===== config.mk =====
export PLATFORM = sky130hd
export DESIGN_NAME = ttrr_controller
export DESIGN_NICKNAME = d
export VERILOG_FILES = /design/src/design/ttrr_pkg.sv /design/src/design/ttrr_controller.sv
export VERILOG_INCLUDE_DIRS = /design/src /design/src/design
export SDC_FILE = /design/constraint.sdc
export NUM_CORES = 1
export LEC_CHECK = 0
export BUFFER_PORTS_ARGS = -buffer_cell sky130_fd_sc_hd__buf_4
export CAP_MARGIN = 10
export CORE_AREA = 2 2 39 41
export DETAILED_ROUTE_END_ITERATION = 6
export DIE_AREA = 0 0 41 43
export GPL_TIMING_DRIVEN = 0
export PLACE_DENSITY = 0.79
export SETUP_SLACK_MARGIN = 0.15
export SYNTH_ARGS = -nofsm -noshare
export SYNTH_HDL_FRONTEND = slang
export SYNTH_SLANG_ARGS = --single-unit

===== constraint.sdc =====
create_clock -name clk -period 1.8 [get_ports clk]
set_clock_uncertainty 0.15 [all_clocks]
set_input_delay 0.09 -clock clk [delete_from_list [all_inputs] [get_ports clk]]
set_output_delay 0.09 -clock clk [all_outputs]
set_load 0.005 [all_outputs]

===== src/design/task_table_round_robin_scheduler_macros.svh =====
// assertion macros shared by the task table scheduler rtl
// no dependencies; included by the files that carry concurrent checks
`ifndef TASK_TABLE_ROUND_ROBIN_SCHEDULER_MACROS_SVH
`define TASK_TABLE_ROUND_ROBIN_SCHEDULER_MACROS_SVH
`ifndef SYNTH
// same-cycle implication, disabled during reset
`define TTRR_ASSERT_IMPL(label, clk, rst, ante, cons, msg) \
  label: assert property (@(posedge clk) disable iff (rst) (ante) |-> (cons)) \
    else $error(msg);
// next-cycle implication, disabled during reset
`define TTRR_ASSERT_NEXT(label, clk, rst, ante, cons, msg) \
  label: assert property (@(posedge clk) disable iff (rst) (ante) |=> (cons)) \
    else $error(msg);
`else
`define TTRR_ASSERT_IMPL(label, clk, rst, ante, cons, msg)
`define TTRR_ASSERT_NEXT(label, clk, rst, ante, cons, msg)
`endif
`endif


===== src/design/ttrr_pkg.sv =====
// shared types and constants for the task table round-robin scheduler
// no dependencies; imported by the controller, datapath and top level
package ttrr_pkg;

  localparam int TASK_SLOTS = 16;
  localparam int IDX_W      = (TASK_SLOTS > 1) ? $clog2(TASK_SLOTS) : 1;
  localparam int CNT_W      = $clog2(TASK_SLOTS + 1);

  // request modes
  localparam logic [2:0] MODE_ALLOC = 3'd0;
  localparam logic [2:0] MODE_EXIT  = 3'd1;
  localparam logic [2:0] MODE_REAP  = 3'd2;
  localparam logic [2:0] MODE_SCHED = 3'd3;
  localparam logic [2:0] MODE_BLOCK = 3'd4;

  // per-slot task states
  typedef enum logic [2:0] {
    ST_FREE    = 3'd0,
    ST_READY   = 3'd1,
    ST_RUNNING = 3'd2,
    ST_BLOCKED = 3'd3,
    ST_EXITED  = 3'd4
  } slot_state_t;

  // match test applied to the entry under the table index
  typedef enum logic [1:0] {
    TEST_NONE,
    TEST_FREE,
    TEST_REAP,
    TEST_READY
  } test_t;

  // table action at the entry under the table index
  typedef enum logic [2:0] {
    ACT_NONE,
    ACT_ALLOC,
    ACT_EXIT_SELF,
    ACT_EXIT_WAKE,
    ACT_REAP,
    ACT_SCHED_MARK,
    ACT_SCHED_OLD,
    ACT_SCHED_NEW
  } act_t;

  // commands from controller to datapath
  typedef struct packed {
    logic  load;
    logic  adv;
    test_t test;
    act_t  act;
    logic  block;
    logic  publish;
  } ttrr_cmd_t;

  // status from datapath to controller
  typedef struct packed {
    logic hit;
    logic at_end;
    logic at_old;
    logic slot_ok;
    logic par_ok;
  } ttrr_stat_t;

endpackage


===== src/design/ttrr_controller.sv =====
// sequencing state machine for the task table scheduler
// depends on ttrr_pkg and the assertion macro header
`include "task_table_round_robin_scheduler_macros.svh"

module ttrr_controller (
  input  logic                 clk,
  input  logic                 rst,
  input  logic                 start,
  input  logic [2:0]           mode,
  input  ttrr_pkg::ttrr_stat_t stat,
  output ttrr_pkg::ttrr_cmd_t  cmd,
  output logic                 busy,
  output logic                 done
);
  import ttrr_pkg::*;

  typedef enum logic [3:0] {
    S_IDLE,
    S_ALLOC_SCAN,
    S_EXIT_SELF,
    S_EXIT_WAKE,
    S_REAP_SCAN,
    S_SCHED_SCAN,
    S_SCHED_OLD,
    S_SCHED_NEW,
    S_BLOCK,
    S_FINISH
  } state_t;

  state_t state;
  state_t state_next;

  assign busy = (state != S_IDLE);

  // next state and datapath commands
  always_comb begin
    state_next = state;
    cmd        = '0;
    case (state)
      S_IDLE: begin
        if (start) begin
          cmd.load = 1'b1;
          case (mode)
            MODE_ALLOC: state_next = S_ALLOC_SCAN;
            MODE_EXIT:  state_next = stat.slot_ok ? S_EXIT_SELF : S_FINISH;
            MODE_REAP:  state_next = stat.slot_ok ? S_REAP_SCAN : S_FINISH;
            MODE_SCHED: state_next = S_SCHED_SCAN;
            MODE_BLOCK: state_next = stat.slot_ok ? S_BLOCK : S_FINISH;
            default:    state_next = S_FINISH;
          endcase
        end
      end
      S_ALLOC_SCAN: begin
        cmd.test = TEST_FREE;
        if (stat.hit) begin
          cmd.act    = ACT_ALLOC;
          state_next = S_FINISH;
        end else if (stat.at_end) begin
          state_next = S_FINISH;
        end else begin
          cmd.adv = 1'b1;
        end
      end
      S_EXIT_SELF: begin
        cmd.act    = ACT_EXIT_SELF;
        state_next = stat.par_ok ? S_EXIT_WAKE : S_FINISH;
      end
      S_EXIT_WAKE: begin
        cmd.act    = ACT_EXIT_WAKE;
        state_next = S_FINISH;
      end
      S_REAP_SCAN: begin
        cmd.test = TEST_REAP;
        if (stat.hit) begin
          cmd.act    = ACT_REAP;
          state_next = S_FINISH;
        end else if (stat.at_end) begin
          state_next = S_FINISH;
        end else begin
          cmd.adv = 1'b1;
        end
      end
      S_SCHED_SCAN: begin
        cmd.test = TEST_READY;
        if (stat.hit) begin
          cmd.act    = ACT_SCHED_MARK;
          state_next = S_SCHED_OLD;
        end else if (stat.at_old) begin
          state_next = S_FINISH;
        end else begin
          cmd.adv = 1'b1;
        end
      end
      S_SCHED_OLD: begin
        cmd.act    = ACT_SCHED_OLD;
        state_next = S_SCHED_NEW;
      end
      S_SCHED_NEW: begin
        cmd.act    = ACT_SCHED_NEW;
        state_next = S_FINISH;
      end
      S_BLOCK: begin
        cmd.block  = 1'b1;
        state_next = S_FINISH;
      end
      S_FINISH: begin
        cmd.publish = 1'b1;
        state_next  = S_IDLE;
      end
      default: state_next = S_IDLE;
    endcase
  end

  // state and result strobe
  always_ff @(posedge clk) begin
    if (rst) begin
      state <= S_IDLE;
      done  <= 1'b0;
    end else begin
      state <= state_next;
      done  <= (state == S_FINISH);
    end
  end

  `TTRR_ASSERT_NEXT(a_accept_busy, clk, rst, start && !busy, busy, "accepted request did not raise busy")
  `TTRR_ASSERT_NEXT(a_done_pulse, clk, rst, done, !done, "result strobe longer than one cycle")
  `TTRR_ASSERT_IMPL(a_done_idle, clk, rst, done, !busy, "result strobe while busy")
  `TTRR_ASSERT_IMPL(a_one_cmd, clk, rst, 1'b1, !(cmd.load && cmd.adv), "load and advance together")

endmodule


# After elaboration in Yosys (flattened, before gate mapping)
# Index checks and enable logic that the tools add are counted.
[word_totals]
wordCells = 48
inputBits = 11
register_bits = 5
[classes]
reduce_logical = 6
eq_ne = 16
mux = 24
[op_table]
columns = ["operator", "count"]
rows = [
  ["2-to-1 mux 4 bit", 8],
  ["case mux 4 bit (6 select lines)", 1],
  ["case mux 3 bit (7 select lines)", 1],
  ["case mux 4 bit (5 select lines)", 1],
  ["equality test 4 x 3 -> 1 bit (second input constant)", 4],
  ["2-to-1 mux 1 bit", 10],
  ["case mux 3 bit (3 select lines)", 1],
  ["equality test 4 x 2 -> 1 bit (second input constant)", 2],
  ["equality test 4 bit (second input constant)", 2],
  ["equality test 3 x 2 -> 1 bit (second input constant)", 2],
  ["2-to-1 mux 3 bit", 2],
  ["equality test 4 x 1 -> 1 bit (second input constant)", 1],
  ["logical NOT 4 bit", 1],
  ["nonzero test 4 bit", 1],
  ["equality test 3 x 1 -> 1 bit (second input constant)", 1],
  ["equality test 3 bit (second input constant)", 1],
  ["logical NOT 3 bit", 1],
  ["inequality test 3 x 1 -> 1 bit (second input constant)", 1],
  ["inequality test 3 bit (second input constant)", 1],
  ["AND reduction 3 bit", 1],
  ["OR reduction 3 bit", 1],
  ["inequality test 2 bit (second input constant)", 1],
  ["OR reduction 2 bit", 1],
]

# Logic depth before layout (Yosys ltp)
# Gate-level depths: netlist of run 1.
[depth]
word_depth = 4
ltp_mapped = 5
ltp_nobuf = 4

# Least setup slack after synthesis of run 1
# OpenSTA, ideal clock, no wires.
[synth_timing]
path_type = "reg2reg"
start = "register state[0]"
end = "register state[0]"
setup_slack_ns = 0.433
n_path_buf = 1
path_stages_with_launch = 6
setup_ns = 0.123
t_arrival_ns = 1.095
synth_period_minus_slack_ns = 1.367
path_cell_list = "dfxtp_1 > buf_2 > nor4_4 > o2111ai_1 > nand3_1 > o21ai_1"
[synth_between]
elab_chain_len = 4
[synth_lines]
columns = ["item", "line", "source"]
rows = [
  ["from (decl)", "ttrr_controller.sv:30", "state_t state;"],
  ["from (signal assigned)", "ttrr_controller.sv:120", "state <= state_next;"],
  ["equality test 4 x 3 -> 1 bit / equality test 4 x 1 -> 1 bit (equally long branches)", "ttrr_controller.sv:39", "case (state)"],
  ["OR reduction 2 bit (no line)", "--", ""],
  ["inequality test 3 x 1 -> 1 bit (no line)", "--", ""],
  ["AND reduction 3 bit (no line)", "--", ""],
]
# Several ways; a longest one is shown, not always the timed one.
# A chain may end at the register's enable or synchronous reset.

==> results.md, run 1 <==
Yosys:
- Of the post-synthesis cell area, the dominant cell type holds 0.196.
- The synthesized net count is 76.
- For this run, the number of Yosys warnings is 0.
- The predominant post-synthesis flop cell is dfxtp_1.
- In this run, synthesis inferred 0 flip-flops with an integrated enable.
- Counting flops with an async set or reset pin after synthesis yields a share of 0.
- The share of the Yosys chip area taken by registers is 0.196.
- In the post-synthesis netlist, the biggest area contributors are dfxtp_1 (20%), nor2_1 (5.9%), o21ai_0 (4.9%), nor4_4 (4.2%), mux2i_1 (3.9%).
- In this run the cell area of the synthesized design comes to 512 um2.
- The number of register bits inferred by synthesis is 5.
- The biggest area consumer among synthesized cells is dfxtp_1.
- The synthesized netlist contains 35 unique library cells.
- The count of mapped cells out of synthesis is 65.
- The average instance in the mapped netlist occupies 7.87 um2.

Die:
- For this design the top-level I/O count stands at 22.
- For this configuration, the core starts out at a cell density of 0.370.
- The floorplan die height is 43 um.
- The die span in x is between 40 and 50 um.
- The floorplan step defined a core boundary enclosing about 1400 um2.
- The die covers 1760 um2.
- The number of placement rows is 14.

Power and ir drop:
- VDD sags by at most 0.675 mV.
- The clock share of power is 0.160.
- The power density of the placed cells is 1030 nW/um2.
- The total net switching power is around 0.30 mW.
- The leakage power summed over all cells is between 0.3 and 0.4 nW.
- The relative contribution of combinational cells to total power is 0.606.
- The register share of total power is 0.234.
- The post-route total power is 0.775 mW.
- Of the total power, the share spent switching nets is 0.388.
- The internal power consumption is between 0.4 and 0.5 mW.

Setup path:
- Data on the critical path is required at its endpoint by 1.56 ns.
- The category of the worst setup path capture point is an output pin.
- The class of the most critical setup path is flop to output pin.
- The worst setup path is launched from a flop.
- The arrival time reported for the critical path endpoint is 1.34 ns.
- Along the worst path, the maximum fanout reaches 10.

STA:
- The final-report hold violation count was 0.
- The aggregate negative setup slack is 0 ns.
- Setup repair after global routing left no endpoint under its margin.
- At the pin with the least slew margin, the transition time is 0.361 ns.
- Timing would allow up to 634 MHz.
- Dividing the final minimum period by the clock period gives 0.876.
- The total count of max-transition violations in the final report is 0.
- In this run the tightest slew margin relative to its limit is 0.757.
- The worst path needs 1.58 ns of the cycle, external delays included.
- The setup violation total in the final timing report is 0.

Routing:
- After detailed routing, the number of vias per cell comes to 5.38.
- The initial detailed-routing violation count is 12.
- The average wire per cell in the routed design is 12.2 um.
- For this run, design rule violations remaining after detail routing come to 0.
- In this run the remaining antenna-violating nets after routing total 0.
- The routed layout has 581 vias.
- The overall routed net length is 1320 um.
- The number of detailed-routing iterations run before antenna repair is 3.

GRT:
- The number of antenna violations at the first check in global routing is 0.
- The via count of the first global-routing pass was 494.
- Entering global routing, the biggest net connects 11 pins.
- Across every metal layer, demand over resource in global routing totals 0.157.
- The global-route wire length before repair is 1950 um.
- For this run the aggregate overflow at the end of global routing stands at 0.

Min path:
- The path class of the tightest hold or removal check is primary input to flop.

CTS:
- TritonCTS built the clock tree.
- The post-CTS clock slew at the launch and capture registers of the worst setup and hold paths is 0.04 ns.
- The cell at the root of the clock tree is clkbuf_4.
- The maximum number of buffers from clock root to sink is 2.
- In this run the number of H-tree levels came out at 1.
- The number of sinks handled by clock tree synthesis is 5.
- The clock latency on the worst-skew pair is between 0.2 and 0.25 ns.
- The number of clock buffers added by TritonCTS is 3.

Final layout:
- The library cell used most frequently in the layout, excluding fill and tap cells, is buf_4.
- The layout overhead on the synthesized area is 47.2%.
- The number of nets in the final layout is 104.
- The number of filler cells placed in the layout is about 130.
- The number of diodes added for antenna fixing is 0.
- The layout cell share with drive strength beyond 1 is 0.402.
- In the layout the commonest cells are buf_4 (22), nor2_1 (8), o21ai_0 (5), clkbuf_4 (4).

Placed design:
- The estimated wirelength of the detail-placed design is 1020 um.
- The congestion estimate from routability-driven global placement came to 0.796.
- Input and output buffers added on the ports amount to 21.

Status:
- The flow ran to the end, and the final reports show no timing, DRC or antenna violations.

Flow run:
- The total of max-cap violations is 0.
-- synth_stat cells, drive strengths merged, types with 2 or more instances --
| cell type | number |
|---|---|
| nor4b | 2 |
| o21ai | 7 |
| nor2b | 3 |
| nor3b | 2 |
| inv | 3 |
| dfxtp | 5 |
| nor3 | 2 |
| buf | 4 |
| nand3 | 2 |
| nor4 | 4 |
| a21oi | 3 |
| mux2i | 2 |
| nor2 | 8 |
| and2 | 2 |
-- timing repair --
item                       4_1_cts  5_1_grt
cloned                           0        0
gates resized for setup          2        5
buffers inserted                 1        0
pin swaps                        1        2
hold buffers                     1        0
hold endpoints to repair         1        0
setup endpoints to repair        1        3
-- flip-flops by register name (all words and copies together) (netlist names) --
signal	flops
state	4
done	1
-- area by class of cell --
class                   instances  area [um2]  share of cell area
multi-input cells              53         383               0.508
repair buffers                 23         175               0.233
plain buffers                   4        35.0              0.0465
inverters                       3        11.3              0.0150
well taps                      16        20.0              0.0266
flip-flops and latches          5         103               0.136
clock buffers                   4        26.3              0.0349
-- cell families after synthesis --
logic type             share of synthesized area
AND/OR/NAND/NOR                            0.445
AO/OA/AOI/OAI                              0.220
buffers and inverters                     0.0660
flip-flops                                 0.196
XOR/XNOR                                  0.0342
multiplexers                              0.0391
-- through the flow --
step	util	setup slack, ns	hold WS, ns	instances	area [um2]
final	0.544	0.223	0.0185	108	753
after global routing	0.544	0.151	0.0111	108	753
after CTS	0.533	0.160	0.0191	108	737
after detailed placement	0.498	0.261	0.136	102	689
after global placement	0.498	0.296	0.131	102	689
after floorplan	-	0.433	0.00907	65	512
-- routing by layer --
metal,vias to the layer above,wire length (um),track usage
li1,295,-,-
met1,264,595,0.189
met2,22,611,0.256
met3,0,113,0.0838
met4,0,0,0
met5,-,0,0
-- worst paths after layout --
kind         startpoint  endpoint  slack [ns]  cells past startpoint
max            state[1]    cmd[8]        0.22                      4
min             mode[0]  state[1]        0.02                      3
max reg2reg    state[1]  state[0]        0.28                      6
min reg2reg    state[1]  state[2]        0.55                      3
-- power groups by stage --
stage	Combinational (mW)	Sequential [mW]	Clock (mW)
floorplan	0.275	0.170	0
global placement	0.431	0.180	0
detailed placement	0.438	0.182	0
CTS	0.460	0.182	0.129
global route	0.512	0.185	0.141
finish	0.470	0.182	0.124
-- worst max-delay path: stages, from the launching register on --
cell,delay [ns]
dfxtp_2,0.35
buf_6,0.15
nor4_4,0.32
and2_1,0.18
buf_4,0.10
Power figures use the tool's default switching activity.
==> run 2, diff against run 1 <==
--- a/config.mk
+++ b/config.mk
@@ -8,11 +8,10 @@
 export LEC_CHECK = 0
 export BUFFER_PORTS_ARGS = -buffer_cell sky130_fd_sc_hd__buf_4
 export CAP_MARGIN = 10
-export CORE_AREA = 2 2 39 41
+export CORE_UTILIZATION = 35
 export DETAILED_ROUTE_END_ITERATION = 6
-export DIE_AREA = 0 0 41 43
 export GPL_TIMING_DRIVEN = 0
-export PLACE_DENSITY = 0.79
+export PLACE_DENSITY = 0.74
 export SETUP_SLACK_MARGIN = 0.15
 export SYNTH_ARGS = -nofsm -noshare
 export SYNTH_HDL_FRONTEND = slang
==> run 2 against run 1 <==
Cell area increased by 2.3%. Highest routed layer unchanged. Maximum frequency up 0.39%. Sequential share of layout area fell by 0.15 points. Sequential cell count is the same. Largest cell class unchanged. Clock-buffer cell count unchanged. Cell count increased by 0.93%. Clock power grew 4%. Hold slack improved by 0.0028 ns. Sequential power increased by 3%.
==> results.md, run 2 (synthesis results as in run 1) <==
CTS:
- CTS placed an instance of clkbuf_4 at the clock tree root.
- The post-CTS clock slew at the launch and capture registers of the worst setup and hold paths came to 0.04 ns (about the same).
- The clock buffer count from CTS is 3 (unchanged).
- The TritonCTS clock tree is done.
- The CTS H-tree depth is 1 (unchanged).
- The number of sinks handled by clock tree synthesis was 5 (unchanged).
- The clock latency on the worst-skew pair is 0.24 ns (about the same).
- The maximum number of buffers from clock root to sink is 2 (unchanged).

Power and ir drop:
- The maximum vdd drop came to 0.620 mV (-8.2%).
- The leakage power summed over all cells came to 0.352 nW (+1.7%).
- The power density of the placed cells is 1030 nW/um2 (+0.43%).

Final layout:
- The share of the core filled with cells in the final layout is 0.578 (+0.0336).
- The area taken by multi-input logic gates is 384 um2 (+0.33%).
- In the layout the commonest cells are buf_4 (24), nor2_1 (8), o21ai_0 (5).
- The number of flip-flops under the largest register name is 4 (unchanged).
- The number of diodes added for antenna fixing was 0 (unchanged).
- The number of nets in the final layout came to 106 (+1.9%).
- The largest registers in the layout are state: 4 flops, done: 1 flops.
- The layout cell share with drive strength beyond 1 is 0.404 (+0.00208).
- From synthesis to final layout, the design area changed by 50.6%.
- The most common cell after layout, fill and taps aside is buf_4.
- The sequential cell area is 104 um2 (+1.2%).
- The register with the most flip-flops is state.
- The number of filler cells placed in the layout came to 133 (+3.1%).

GRT:
- The number of antenna violations at the first check in global routing is 0 (unchanged).
- The largest net degree at the start of global routing is 11 (unchanged).
- The global-route wire length before repair is 1980 um (+1.4%).
- The global router's overall resource usage is 0.186 (+0.0284).
- The total congestion overflow after global routing is 0 (unchanged).
- The via count of the first global-routing pass is 492 (-0.40%).

Die:
- The die span in x is 40.2 um (-1.9%).
- The effective utilization at floorplan came to 0.384 (+0.0139).
- The area of the core is 1330 um2 (-3.6%).
- The floorplan die height is 40.2 um (-6.4%).
- The die area is 1620 um2 (-8.2%).
- The top-level port count is 22 (unchanged).
- The number of placement rows is 13 (-1).

STA:
- The headroom to the max-slew limit came to 0.786 (+0.0294).
- The total count of max-transition violations in the final report is 0 (unchanged).
- The final worst slack is 0.229 ns (+0.00607 ns).
- The final critical path time including I/O delays and setup is 1.57 ns (-0.00607 ns).
- The setup violation total in the final timing report is 0 (unchanged).
- The pin slew with the least headroom to its limit came to 0.317 ns (-0.0437 ns).
- The period utilization is 0.873 (-0.00337).
- The final-layout worst hold slack is 0.0212 ns (+0.00277 ns).
- The aggregate negative setup slack is 0 ns (unchanged).
- Setup repair after global routing left no endpoint under its margin.
- The final-report hold violation count is 0 (unchanged).
- The highest achievable clock rate is 637 MHz (+0.39%).

Placed design:
- The global placement routability congestion is 0.847 (+6.4%).
- The pre-CTS setup slack came to 0.273 ns (+0.0121 ns).
- The number of port buffers came to 21 (unchanged).
- The estimated wirelength of the detail-placed design is 997 um (-2.2%).

Routing:
- The routed metal-1 wirelength is 604 um (+1.5%).
- The number of nets still failing antenna checks after routing is 0 (unchanged).
- The highest routing layer actually used is met3.
- The residual DRC count was 0 (unchanged).
- The total via count after detailed routing came to 597 (+2.8%).
- The routed via count divided by cell count is 5.48 (+1.8%).
- The met2 routed wirelength was 659 um (+7.9%).
- The met3 wirelength from detailed routing came to 105 um (-7.1%).
- The overall routed net length is 1370 um (+3.7%).
- The average wire per cell in the routed design was 12.6 um (+2.8%).
- The number of detailed-routing iterations run before antenna repair is 4 (+1).
- The initial detailed-routing violation count is 11 (-1).

Setup path:
- The category of the worst setup path capture point is an output pin.
- The class of the most critical setup path is flop to output pin.
- The maximum fanout count along the critical path came to 10 (unchanged).
- STA classifies the critical path startpoint as a flop.
- The arrival time reported for the critical path endpoint came to 1.33 ns (about the same).
- The data required time at the worst endpoint came to 1.56 ns (about the same).

Status:
- The run finished with clean final reports.

Flow run:
- The total of max-cap violations came to 0 (unchanged).

Min path:
- The path class of the lowest-slack min-delay path is primary input to flop.
run 2: cell types whose count changed in the layout (fill, tap and decap cells not counted):
cell | previous run | this run
nor4b_1 | 1 | 0
nor3b_1 | 1 | 2
dlygate4sd3_1 | 1 | 3
nor3b_2 | 1 | 0
buf_4 | 22 | 24
clkbuf_4 | 4 | 3
dfxtp_2 | 2 | 3
buf_6 | 2 | 1
nor4b_2 | 1 | 2
dfxtp_1 | 3 | 2
run 2: worst paths after layout:
path / from / to / slack [ns] / cells past startpoint
setup / recovery: state[1] / cmd[8] / 0.23 / 4
hold / removal: stat[3] / state[2] / 0.02 / 4
setup reg to reg: state[1] / state[0] / 0.28 / 6
hold reg to reg: state[1] / state[2] / 0.54 / 3
run 2: per-stage QoR:
| step | instances | power (mW) | area, um2 |
|---|---|---|---|
| floorplan | 65 | 0.445 | 512 |
| global placement | 101 | 0.614 | 688 |
| detailed placement | 101 | 0.617 | 688 |
| CTS | 107 | 0.772 | 736 |
| global route | 109 | 0.862 | 771 |
| finish | 109 | 0.797 | 771 |
run 2: final cells by class:
class                   instances  share of cell area
well taps                      15              0.0244
multi-input cells              53               0.498
inverters                       3              0.0146
clock buffers                   4              0.0341
flip-flops and latches          5               0.135
repair buffers                 25               0.253
plain buffers                   4              0.0406
run 2: layer usage:
metal | track usage | up-vias
li1 | - | 303
met1 | 0.230 | 269
met2 | 0.302 | 25
met3 | 0.100 | 0
met4 | 0 | 0
met5 | 0 | -
run 2: timing repair:
action / in CTS / in global routing
hold endpoints to repair: 1 / 1
cloned: 0 / 0
hold buffers: 1 / 2
pin swaps: 1 / 1
setup buffers: 1 / 0
endpoints found under the setup margin: 1 / 4
gates resized for setup: 2 / 6
run 2: critical path: stages, from the launching register on:
cell and delay [ns]:
dfxtp_2 0.35, buf_4 0.18, nor4_4 0.29, and2_1 0.17, buf_4 0.10
run 2: power by group:
part / switching, mW / internal [mW]
sequential: 0.0465 / 0.141
clock: 0.0449 / 0.0837
combinational: 0.217 / 0.264
total: 0.308 / 0.488
